### config.mk
export PLATFORM = sky130hd
export DESIGN_NAME = max_priority_queue
export DESIGN_NICKNAME = d
export VERILOG_FILES = /design/src/rtl/mpq_pkg.sv /design/src/rtl/mpq_store.sv /design/src/rtl/mpq_ctrl.sv /design/src/rtl/max_priority_queue.sv
export SDC_FILE = /design/constraint.sdc
export NUM_CORES = 1
export LEC_CHECK = 0
export BUFFER_PORTS_ARGS = -buffer_cell sky130_fd_sc_hd__clkbuf_2
export CORE_ASPECT_RATIO = 0.75
export CORE_UTILIZATION = 55
export DETAILED_ROUTE_END_ITERATION = 10
export PLACE_DENSITY = 0.72
export SETUP_SLACK_MARGIN = 0.4
export SYNTH_ARGS = -nofsm -noshare
export SYNTH_HDL_FRONTEND = slang
export SYNTH_SLANG_ARGS = --single-unit
### constraint.sdc
create_clock -name clk -period 6 [get_ports clk]
set_input_delay 1.5 -clock clk [delete_from_list [all_inputs] [get_ports clk]]
set_output_delay 1.5 -clock clk [all_outputs]
set_load 0.1 [all_outputs]
### src/rtl/mpq_pkg.sv
package mpq_pkg;

	// Default capacity of the queue
	localparam int DEPTH_DEF = 16;

	// Width of the occupancy field of a result
	localparam int OCC_W = 5;

	// Widths of the entry fields
	localparam int KEY_W = 16;
	localparam int TAG_W = 16;

	typedef enum logic {
		OP_ENQUEUE = 1'b0,
		OP_DEQUEUE = 1'b1
	} opcode_t;

	typedef enum logic [1:0] {
		ST_ENQUEUED  = 2'd0,
		ST_DEQUEUED  = 2'd1,
		ST_UNDERFLOW = 2'd2,
		ST_OVERFLOW  = 2'd3
	} status_t;

	typedef enum logic [1:0] {
		S_IDLE,
		S_SCAN,
		S_SHIFT,
		S_RES
	} state_t;

	// One held entry, as stored in the entry memory
	typedef struct packed {
		logic [KEY_W-1:0] key;
		logic [TAG_W-1:0] tag;
	} entry_t;

	// Request beat
	typedef struct packed {
		opcode_t          opcode;
		logic [KEY_W-1:0] key;
		logic [TAG_W-1:0] tag;
	} req_t;

	// Response beat
	typedef struct packed {
		status_t          status;
		logic [KEY_W-1:0] out_key;
		logic [TAG_W-1:0] out_tag;
		logic [OCC_W-1:0] occupancy;
	} rsp_t;

endpackage

### src/rtl/mpq_store.sv
module mpq_store #(
	parameter int DEPTH = mpq_pkg::DEPTH_DEF,
	localparam int AW = $clog2(DEPTH)
) (
	input  logic             clk,
	input  logic             we,
	input  logic [AW-1:0]    waddr,
	input  mpq_pkg::entry_t  wdata,
	input  logic             re,
	input  logic [AW-1:0]    raddr,
	output mpq_pkg::entry_t  rdata
);

	mpq_pkg::entry_t mem [DEPTH];

	// Write port
	always_ff @(posedge clk) begin
		if (we) begin
			mem[waddr] <= wdata;
		end
	end

	// Registered read port
	always_ff @(posedge clk) begin
		if (re) begin
			rdata <= mem[raddr];
		end
	end

endmodule

### src/rtl/mpq_ctrl.sv
module mpq_ctrl #(
	parameter int DEPTH = mpq_pkg::DEPTH_DEF,
	localparam int AW = $clog2(DEPTH),
	localparam int CW = $clog2(DEPTH + 1)
) (
	input  logic             clk,
	input  logic             arst_n,
	input  logic             req_valid,
	output logic             req_ready,
	input  mpq_pkg::req_t    req,
	output logic             res_valid,
	input  logic             res_ready,
	output mpq_pkg::rsp_t    res,
	output logic             mem_we,
	output logic [AW-1:0]    mem_waddr,
	output mpq_pkg::entry_t  mem_wdata,
	output logic             mem_re,
	output logic [AW-1:0]    mem_raddr,
	input  mpq_pkg::entry_t  mem_rdata
);

	localparam int OW = mpq_pkg::OCC_W;

	mpq_pkg::state_t  state_q, state_nxt;
	mpq_pkg::status_t status_q;
	logic [mpq_pkg::KEY_W-1:0] key_q;
	logic [mpq_pkg::TAG_W-1:0] tag_q;
	logic [CW-1:0]    count_q, count_nxt;
	logic [CW-1:0]    ptr_q;
	logic             rvalid_s1;
	logic [AW-1:0]    ridx_s1;
	logic [AW-1:0]    best_idx_q;
	mpq_pkg::entry_t  best_q;
	logic             req_fire, res_fire, pass_done, take_best;

	assign req_fire  = req_valid && req_ready;
	assign res_fire  = res_valid && res_ready;
	// A pass ends once every read is issued and the last beat has returned
	assign pass_done = (ptr_q == count_q) && !rvalid_s1;
	// Strict compare keeps the oldest of equal keys
	assign take_best = rvalid_s1 && ((ridx_s1 == '0) || (mem_rdata.key > best_q.key));

	// Next state, memory port control and result
	always_comb begin
		state_nxt = state_q;
		req_ready = 1'b0;
		res_valid = 1'b0;
		mem_re    = 1'b0;
		mem_raddr = ptr_q[AW-1:0];
		mem_we    = 1'b0;
		mem_waddr = count_q[AW-1:0];
		mem_wdata = '{key: key_q, tag: tag_q};
		count_nxt = count_q;
		case (status_q)
			mpq_pkg::ST_ENQUEUED: count_nxt = count_q + CW'(1);
			mpq_pkg::ST_DEQUEUED: count_nxt = count_q - CW'(1);
			default:              count_nxt = count_q;
		endcase
		res.status    = status_q;
		res.out_key   = (status_q == mpq_pkg::ST_DEQUEUED) ? best_q.key : '0;
		res.out_tag   = (status_q == mpq_pkg::ST_DEQUEUED) ? best_q.tag : '0;
		res.occupancy = OW'(count_nxt);
		case (state_q)
			mpq_pkg::S_IDLE: begin
				req_ready = 1'b1;
				if (req_valid) begin
					if (req.opcode == mpq_pkg::OP_DEQUEUE && count_q != '0) begin
						state_nxt = mpq_pkg::S_SCAN;
					end else begin
						state_nxt = mpq_pkg::S_RES;
					end
				end
			end
			mpq_pkg::S_SCAN: begin
				mem_re = (ptr_q < count_q);
				if (pass_done) begin
					state_nxt = mpq_pkg::S_SHIFT;
				end
			end
			mpq_pkg::S_SHIFT: begin
				mem_re = (ptr_q < count_q);
				// Close the gap: each entry behind the winner moves down one slot
				if (rvalid_s1) begin
					mem_we    = 1'b1;
					mem_waddr = ridx_s1 - AW'(1);
					mem_wdata = mem_rdata;
				end
				if (pass_done) begin
					state_nxt = mpq_pkg::S_RES;
				end
			end
			mpq_pkg::S_RES: begin
				res_valid = 1'b1;
				if (res_ready) begin
					// Append at the tail on a successful enqueue
					mem_we    = (status_q == mpq_pkg::ST_ENQUEUED);
					state_nxt = mpq_pkg::S_IDLE;
				end
			end
			default: state_nxt = mpq_pkg::S_IDLE;
		endcase
	end

	// Control state
	always_ff @(posedge clk or negedge arst_n) begin
		if (!arst_n) begin
			state_q   <= mpq_pkg::S_IDLE;
			count_q   <= '0;
			ptr_q     <= '0;
			rvalid_s1 <= 1'b0;
		end else begin
			state_q   <= state_nxt;
			rvalid_s1 <= mem_re;
			if (req_fire) begin
				ptr_q <= '0;
			end else if (state_q == mpq_pkg::S_SCAN && pass_done) begin
				// Start the close-up just behind the winner
				ptr_q <= CW'(best_idx_q) + CW'(1);
			end else if (mem_re) begin
				ptr_q <= ptr_q + CW'(1);
			end
			if (res_fire) begin
				count_q <= count_nxt;
			end
		end
	end

	// Payload: request beat, read index and running maximum
	always_ff @(posedge clk) begin
		ridx_s1 <= mem_raddr;
		if (req_fire) begin
			key_q <= req.key;
			tag_q <= req.tag;
			if (req.opcode == mpq_pkg::OP_ENQUEUE) begin
				status_q <= (count_q == CW'(DEPTH)) ? mpq_pkg::ST_OVERFLOW
				                                    : mpq_pkg::ST_ENQUEUED;
			end else begin
				status_q <= (count_q == '0) ? mpq_pkg::ST_UNDERFLOW
				                            : mpq_pkg::ST_DEQUEUED;
			end
		end
		if (state_q == mpq_pkg::S_SCAN && take_best) begin
			best_q     <= mem_rdata;
			best_idx_q <= ridx_s1;
		end
	end

endmodule

### src/rtl/max_priority_queue.sv
// Bounded max-priority queue of DEPTH entries, each a 16-bit key and a 16-bit tag, kept
// unsorted in arrival order in a single-port-write, registered-read memory. A request beat
// either appends an entry (enqueue) or removes the entry with the largest key (dequeue);
// among equal keys the oldest leaves first, and the entries behind it close up so arrival
// order is kept. Every request gives exactly one response beat with a status (enqueued,
// dequeued, underflow on empty, overflow on full), the removed key and tag (zero otherwise)
// and the occupancy after the operation. One request is worked on at a time. Enqueue,
// overflow and underflow go from idle straight to the response state and on through the
// output register. A dequeue runs a scan over the held entries, oldest first, one memory
// read and one key comparison per cycle, then a close-up of the entries behind the winner
// (none when the winner is the newest), one read and one write per cycle, then loads the
// response; both passes go through the one read port of the entry memory. The next request
// is taken while an earlier response still waits in the output register.
module max_priority_queue #(
	parameter int DEPTH = mpq_pkg::DEPTH_DEF
) (
	input  logic           clk,
	input  logic           arst_n,
	input  logic           req_valid,
	output logic           req_ready,
	input  mpq_pkg::req_t  req,
	output logic           rsp_valid,
	input  logic           rsp_ready,
	output mpq_pkg::rsp_t  rsp
);

	localparam int AW = $clog2(DEPTH);
	localparam int OW = mpq_pkg::OCC_W;

	logic             res_valid, res_ready;
	mpq_pkg::rsp_t    res;
	logic             mem_we, mem_re;
	logic [AW-1:0]    mem_waddr, mem_raddr;
	mpq_pkg::entry_t  mem_wdata, mem_rdata;
	logic             rsp_valid_q;
	mpq_pkg::rsp_t    rsp_q;

	mpq_ctrl #(
		.DEPTH (DEPTH)
	) u_ctrl (
		.clk       (clk),
		.arst_n    (arst_n),
		.req_valid (req_valid),
		.req_ready (req_ready),
		.req       (req),
		.res_valid (res_valid),
		.res_ready (res_ready),
		.res       (res),
		.mem_we    (mem_we),
		.mem_waddr (mem_waddr),
		.mem_wdata (mem_wdata),
		.mem_re    (mem_re),
		.mem_raddr (mem_raddr),
		.mem_rdata (mem_rdata)
	);

	mpq_store #(
		.DEPTH (DEPTH)
	) u_store (
		.clk   (clk),
		.we    (mem_we),
		.waddr (mem_waddr),
		.wdata (mem_wdata),
		.re    (mem_re),
		.raddr (mem_raddr),
		.rdata (mem_rdata)
	);

	// Output register: load a finished response when the slot is free or draining
	assign res_ready = !rsp_valid_q || rsp_ready;

	always_ff @(posedge clk or negedge arst_n) begin
		if (!arst_n) begin
			rsp_valid_q <= 1'b0;
		end else if (res_valid && res_ready) begin
			rsp_valid_q <= 1'b1;
		end else if (rsp_ready) begin
			rsp_valid_q <= 1'b0;
		end
	end

	always_ff @(posedge clk) begin
		if (res_valid && res_ready) begin
			rsp_q <= res;
		end
	end

	assign rsp_valid = rsp_valid_q;
	assign rsp       = rsp_q;

`ifndef SYNTHESIS
	// One request at a time: no second beat straight after an accepted one
	a_one_in_flight: assert property (@(posedge clk) disable iff (!arst_n)
		req_valid && req_ready |=> !req_ready)
		else $error("request taken while previous one still in work");

	// Underflow only on an empty queue, with nothing removed
	a_underflow_empty: assert property (@(posedge clk) disable iff (!arst_n)
		rsp_valid && rsp.status == mpq_pkg::ST_UNDERFLOW |->
			rsp.occupancy == '0 && rsp.out_key == '0 && rsp.out_tag == '0)
		else $error("underflow reported on a non-empty queue");

	// Overflow only on a full queue
	a_overflow_full: assert property (@(posedge clk) disable iff (!arst_n)
		rsp_valid && rsp.status == mpq_pkg::ST_OVERFLOW |->
			rsp.occupancy == OW'(DEPTH) && rsp.out_key == '0 && rsp.out_tag == '0)
		else $error("overflow reported on a queue that is not full");

	// A finished response is never dropped while the output slot is busy
	a_no_drop: assert property (@(posedge clk) disable iff (!arst_n)
		res_valid && !res_ready |=> res_valid && $stable(res))
		else $error("finished response lost while output stalled");
`endif

endmodule

==> results of run 1 <==
final cells by class:
cell class | instances | area [sq um] | share of cell area [%]
tap | 630 | 788 | 2.72
multi-input combinational | 402 | 5530 | 19.1
clock buffer | 73 | 1550 | 5.34
inverter | 31 | 116 | 0.401
sequential | 671 | 20000 | 69.1
clock inverter | 36 | 413 | 1.42
timing repair buffer | 99 | 563 | 1.94
metal layers:
metal	GRT usage [%]	share of wire, %	vias up
li1	-	-	4984
met1	35.5	44	6357
met2	33.7	46	542
met3	4.09	8.5	65
met4	6.01	1.6	2
met5	0.612	0.076	-
state kept, by name, indices dropped and copies added (netlist names), 4 cells and up:
signal,flops
u_store.mem,512
u_ctrl.best_q,32
u_ctrl.best_idx_q,4
u_ctrl.ridx_s1,4
u_ctrl.ptr_q,5
u_store.rdata,32
u_ctrl.count_q,5
rsp,39
u_ctrl.key_q,16
u_ctrl.tag_q,16
where the power goes:
group          leakage (nW)  switching, mW  total (mW)  internal [mW]
sequential             6.13          0.386        6.62           6.23
combinational          2.27           2.51        3.90           1.40
clock                 0.959           1.66        3.88           2.22
layout by cell type, fill, tap and decap left out, types with 2 or more instances in the layout:
master     synthesis  final
and2_1            19     18
nor2_1            41     25
edfxtp_1         653    653
nand4_1            6      6
nand2b_1           2      2
nor2b_1            5      4
o21ai_0           14     14
clkbuf_16          0     59
mux2i_1            4      4
o21a_1             2      2
a32oi_1            5      5
buf_4              0     21
a211oi_1           3      3
mux4_2           160    160
nor3b_1            4      4
dfrtp_1           14     10
mux2_2            32     32
ha_1              31     31
dfrtp_2            0      2
nand2_1           19     19
bufinv_16          0      9
or4_1              2      2
xnor2_1            9      9
a31oi_1            3      3
xor2_1             7      7
inv_1             31     29
dfxtp_1            4      4
a21o_1             3      3
dfrtp_4            0      2
nor2_4             0     16
nor3_1             5      5
clkinv_1           0     14
clkinv_2           0      9
clkbuf_1          23     12
inv_2              0      2
a21oi_1           12     11
clkbuf_8           0      2
nand3_1            5      5
clkbuf_2           0     77
worst max-delay path: stages:
cell	delay, ns
clkbuf_2	0.07
nand2b_1	0.19
nand2_1	0.16
nor3_1	0.57
a41oi_1	0.53
nor2_4	1.03
Yosys cell counts, types with 6 or more instances:
cell,count
edfxtp_1,653
mux4_2,160
nor2_1,41
mux2_2,32
ha_1,31
inv_1,31
clkbuf_1,23
and2_1,19
nand2_1,19
dfrtp_1,14
o21ai_0,14
a21oi_1,12
buf_6,9
xnor2_1,9
buf_1,8
buf_2,8
xor2_1,7
nand4_1,6
logic make-up (layout without fill, tap and decap cells):
kind of cell,after synthesis,in the layout,share of synthesized area [%]
DFF,671,671,77.7
muxes,196,196,15.5
and+or+nand+nor,109,109,2.04
buffers and inverters,79,239,1.45
AOI/OAI and AO/OA,49,49,1.21
adders and majority gates,32,32,1.58
xor gates and xnor gates,16,16,0.543
worst max-delay path by stage:
stage	from	end	slack (ns)
after detailed placement	rsp_ready	u_store.mem[11][11]$_DFFE_PP_	1.65
after global placement	rsp_ready	u_store.mem[11][13]$_DFFE_PP_	1.68
final	rsp_ready	u_store.mem[11][4]$_DFFE_PP_	2.16
after floorplan	rsp_ready	u_store.mem[3][0]$_DFFE_PP_	2.01
after CTS	rsp_ready	u_store.mem[11][5]$_DFFE_PP_	2.22
after global routing	rsp_ready	u_store.mem[11][1]$_DFFE_PP_	1.98
==> impl_metrics.yaml, run 1 <==
synthesis:
  synthArstFlopShare_pct: 2.09
  synth-edff-count: 653
  syn_avg_cell_area_sq_um: 22.4
  syn_inst: 1152
  synth_warnings: 0
  ys_seq_area_share_pct: 77.7
  syn-num-nets: 1221
  synth.top_cell.area_share_pct: 76.0
  synth_cell_types: 40
  synthFlopType: "edfxtp_1"
  yosysTopAreaCell: "edfxtp_1"
  syn_area_sq_um: 25800
  ys_ff_latch: 671
  yosys-top-cells-area: "edfxtp_1, mux4_2, ha_1"
final_layout:
  insertedDiodeCount: 0
  fill_cells: 3076
  fin_area_sq_um: 29000
  finalNetCount: 1333
  drive_gt1_share_pct: 30.5
  fin_cells: 1942
  fin_util_pct: 62.9
  syn_to_final_growth_pct: 12.4
floorplan:
  fp.coreArea_sq_um: 46100
  die_x_um: 252
  die_h_um: 190
  ios: 78
  row_count: 68
  die_area_sq_um: 47800
  start_util_pct: 56.0
timing:
  rsz0062_at_grt: "false"
  fin_ws_ns: 2.16
  fin_skew_ns: 0.0220
  finalSetupViolations: 0
  worst_pin_slew_ns: 1.22
  final-max-slew-violation-count: 0
  fmax_mhz: 260
  whs_ns: 0.443
  setup_tns_ns: 0
  fin_crit_sh_pct: 64.1
  hold_viol: 0
  slew_headroom_pct: 18.5
  finalCriticalPeriod_ns: 3.84
worst_setup_path:
  start_kind: "input port"
  end_kind: "flop"
  cp.required_ns: 6.23
  r2r_cells: 8
  worstReg2RegEnd: "rsp[4]$_DFFE_PP_"
  crit_type: "in -> reg"
  arrival_ns: 4.08
  worst-path-max-fanout: 32
  r2r-start: "u_ctrl.status_q[1]$_DFFE_PP_"
  r2r_slack_ns: 2.43
clock_network:
  postCtsResizedCells: 0
  clockBufferDepth: 3
  clkSlewWorstSetupHoldPaths_ns: 0.06
  hold_buffers: 0
  cts_tree: "yes"
  htreeDepth: 2
  ctsRootBufferMaster: "clkbuf_16"
  cts_sinks: 671
  postCtsSetupRepairBufs: 0
  clk_latency_ns: 0.64
  numCtsBuffers: 59
detailed_routing:
  via_count: 12000
  dr.pass1.iters: 5
  wl_mm: 52.5
  antenna_left: 0
  drt_iter0_drc: 1175
  drc: 0
  wl_per_cell_um: 27.1
  vias_per_cell: 6.15
min_path:
  min_delay_worst_endpoint: "u_ctrl.best_q[1]$_DFFE_PP_"
  holdPathStages: 0
  worstHoldPathType: "reg -> reg"
  hold_start: "u_store.rdata[1]$_DFFE_PP_"
placement:
  dpl_cell_area_sq_um: 27000
  io_buffer_count: 77
  routabilityCongestion: 0.753
  dpl.hpwl_mm: 29.7
  pre_cts_slack_ns: 1.65
  dp_cells: 1833
global_routing:
  antenna_found_initial: 0
  grt_pass1_vias: 11900
  grt_pass1_wl_mm: 78.3
  overflow: 0
  grt_max_degree: 102
  grt_usage_pct: 22.8
flow_run:
  drv_cap: 0
power:
  leakage_nw: 9.36
  ir_drop_uv: 357
  p_total_mw: 14.4
  power.density_nw_per_um2: 497
outcome:
  status: "completed"
No activity file was read; power rests on OpenSTA's default activity.
==> run 2: changes to the inputs <==
--- a/config.mk
+++ b/config.mk
@@ -5,6 +5,7 @@
 export SDC_FILE = /design/constraint.sdc
 export NUM_CORES = 1
 export LEC_CHECK = 0
+export ABC_AREA = 1
 export BUFFER_PORTS_ARGS = -buffer_cell sky130_fd_sc_hd__clkbuf_2
 export CORE_ASPECT_RATIO = 0.75
 export CORE_UTILIZATION = 55
==> constraint.sdc (replaced) <==
create_clock -name clk -period 3.6 [get_ports clk]
set_input_delay 0.9 -clock clk [delete_from_list [all_inputs] [get_ports clk]]
set_output_delay 0.9 -clock clk [all_outputs]
set_load 0.1 [all_outputs]
==> run 2 against run 1 <==
Effect of this change:
- cell count increased by 44%
- setup slack lost 1.6 ns
- clock-buffer cell count up 8
- sequential power up 66%
- global-route usage up 2.1 points
- critical path depth up 3
==> impl_metrics.yaml, run 2 <==
outcome:
  status: "completed"
floorplan:
  fp.coreArea_sq_um: 47700
  ios: 78
  die_area_sq_um: 49600
  row_count: 69
  die_h_um: 193
  start_util_pct: 56.1
  die_x_um: 257
synthesis:
  synth-edff-count: 653
  syn_area_sq_um: 26800
  synthArstFlopShare_pct: 2.09
  yosysMostFrequentCell: "edfxtp_1"
  yosys-top-cells-count: "edfxtp_1, nor2_1, o21ai_0, nand2_1, o211ai_1"
  ys_ff_latch: 671
  ys_seq_area_share_pct: 74.8
  yosysTopAreaCell: "edfxtp_1"
  syn_inst: 2064
  syn_avg_cell_area_sq_um: 13.0
  synth.top_cell.area_share_pct: 73.2
  syn-num-nets: 2133
  synth_cell_types: 35
  synth_warnings: 0
  yosys-top-cells-area: "edfxtp_1, nor2_1, o21ai_0"
  synthFlopType: "edfxtp_1"
detailed_routing:
  dr.pass1.iters: 5
  vias_per_cell: 5.89
  drt_iter0_drc: 2099
  drc: 0
  via_count: 16500
  antenna_left: 0
  wl_mm: 61.1
  wl_per_cell_um: 21.8
global_routing:
  grt_usage_pct: 24.9
  grtUsageMet2_pct: 38.5
  antenna_found_initial: 0
  overflow: 0
  grt_pass1_wl_mm: 93.2
  grt_use_met3_pct: 3.62
  grt_busiest_layer: "met2"
  grt_pass1_vias: 15800
  met1_usage_pct: 37.5
  grt_max_degree: 151
final_layout:
  mostFrequentLayoutCell: "edfxtp_1"
  insertedDiodeCount: 0
  largest_reg_flops: 512
  finalNetCount: 2194
  syn_to_final_growth_pct: 11.6
  final_cell_mix: "edfxtp_1, nor2_1, o21ai_0"
  drive_gt1_share_pct: 11.0
  fin_util_pct: 62.6
  largest_register: "u_store.mem"
timing:
  rsz0062_at_grt: "true"
  fin_ws_ns: 0.544
  slew_headroom_pct: 36.1
  finalCriticalPeriod_ns: 3.06
  final-max-slew-violation-count: 0
  worst_pin_slew_ns: 0.958
  fin_skew_ns: 0.0317
  hold_viol: 0
  finalSetupViolations: 0
  fmax_mhz: 327
  fin_crit_sh_pct: 84.9
  setup_tns_ns: 0
min_path:
  worstHoldPathType: "in -> async"
placement:
  dpl.hpwl_mm: 35.2
  io_buffer_count: 77
  routabilityCongestion: 0.844
  pre_cts_slack_ns: 0.504
worst_setup_path:
  path_cells: "inv_1 -> ha_1 -> nand2_2 -> buf_4 -> o21ai_0 -> inv_1 -> nand3_1 -> nor2_4 -> buf_12"
  cp_slowest_cell: "buf_4"
  arrival_ns: 3.35
  worst-path-buf-inv: 4
  start_kind: "flop"
  critical-path-top-delay-family: "buffers and inverters"
  r2r_slack_ns: 0.54
  cp.required_ns: 3.89
  crit_path_max_incr_delay_ns: 0.49
  crit_type: "reg -> reg"
  cpMostUsedCell: "inv_1"
  end_kind: "flop"
  worst-path-max-fanout: 39
clock_network:
  clkSlewWorstSetupHoldPaths_ns: 0.07
  postCtsResizedCells: 0
  postCtsSetupRepairBufs: 0
  ctsRootBufferMaster: "clkbuf_16"
  numCtsBuffers: 60
  cts_tree: "yes"
  htreeDepth: 2
  hold_buffers: 0
  clockBufferDepth: 3
  clk_latency_ns: 0.62
  cts_sinks: 671
power:
  ir_drop_uv: 400
  leakage_nw: 10.2
  power.density_nw_per_um2: 830
flow_run:
  drv_cap: 0
-- run 2: power breakdown --
part / switching, mW / internal, mW
clock network: 2.69 / 3.35
registers: 0.491 / 10.5
logic: 6.00 / 1.81
total: 9.18 / 15.6
-- run 2: path summary, 6_finish.rpt --
check / startpoint / endpoint / cells after the start
setup / recovery: u_ctrl.state_q[0]$_DFFE_PN0P_ / u_store.mem[15][24]$_DFFE_PP_ / 9
hold / removal: arst_n / u_ctrl.state_q[1]$_DFFE_PN0P_ / 1
setup reg to reg: u_ctrl.state_q[0]$_DFFE_PN0P_ / u_store.mem[15][24]$_DFFE_PP_ / 9
hold reg to reg: u_store.rdata[14]$_DFFE_PP_ / u_ctrl.best_q[14]$_DFFE_PP_ / 0
max in group asynchronous: arst_n / u_ctrl.ptr_q[0]$_DFFE_PN0P_ / 1
min in group clk: u_store.rdata[14]$_DFFE_PP_ / u_ctrl.best_q[14]$_DFFE_PP_ / 0
-- run 2: metrics by stage --
| stage | hold slack, ns | power (mW) | cells | instance area, sq um |
|---|---|---|---|---|
| final | 0.218 | 24.8 | 2805 | 29900 |
| after global placement | 0.435 | 18.7 | 2702 | 28100 |
| after global routing | 0.225 | 26.1 | 2805 | 29900 |
| after detailed placement | 0.436 | 18.9 | 2702 | 28100 |
| after CTS | 0.217 | 24.9 | 2805 | 29900 |
| after floorplan | 0.368 | 16.3 | 2064 | 26800 |
-- run 2: cell families (layout without fill, tap and decap cells) --
| family | after synthesis | in the layout | share of synthesized area (%) |
|---|---|---|---|
| xor gates and xnor gates | 5 | 5 | 0.164 |
| AOI/OAI and AO/OA | 470 | 470 | 10.1 |
| and+or+nand+nor | 694 | 694 | 10.1 |
| adders and majority gates | 32 | 32 | 1.52 |
| DFF | 671 | 671 | 74.8 |
| buffers and inverters | 192 | 294 | 3.30 |
-- run 2: metal layers --
layer | vias up | share of wire (%)
met5 | - | 0
met4 | 0 | 1.9
met3 | 88 | 8.3
met2 | 748 | 45
met1 | 8153 | 44
li1 | 7539 | -
-- run 2: layout make-up --
| class | instances | area (sq um) |
|---|---|---|
| multi-input cells | 1201 | 6010 |
| inverters | 74 | 285 |
| repair buffers | 117 | 948 |
| flip-flops and latches | 671 | 20100 |
| clock inverters | 22 | 231 |
| well taps | 639 | 800 |
| clock buffers | 81 | 1580 |
| fillers | 3493 | 17800 |
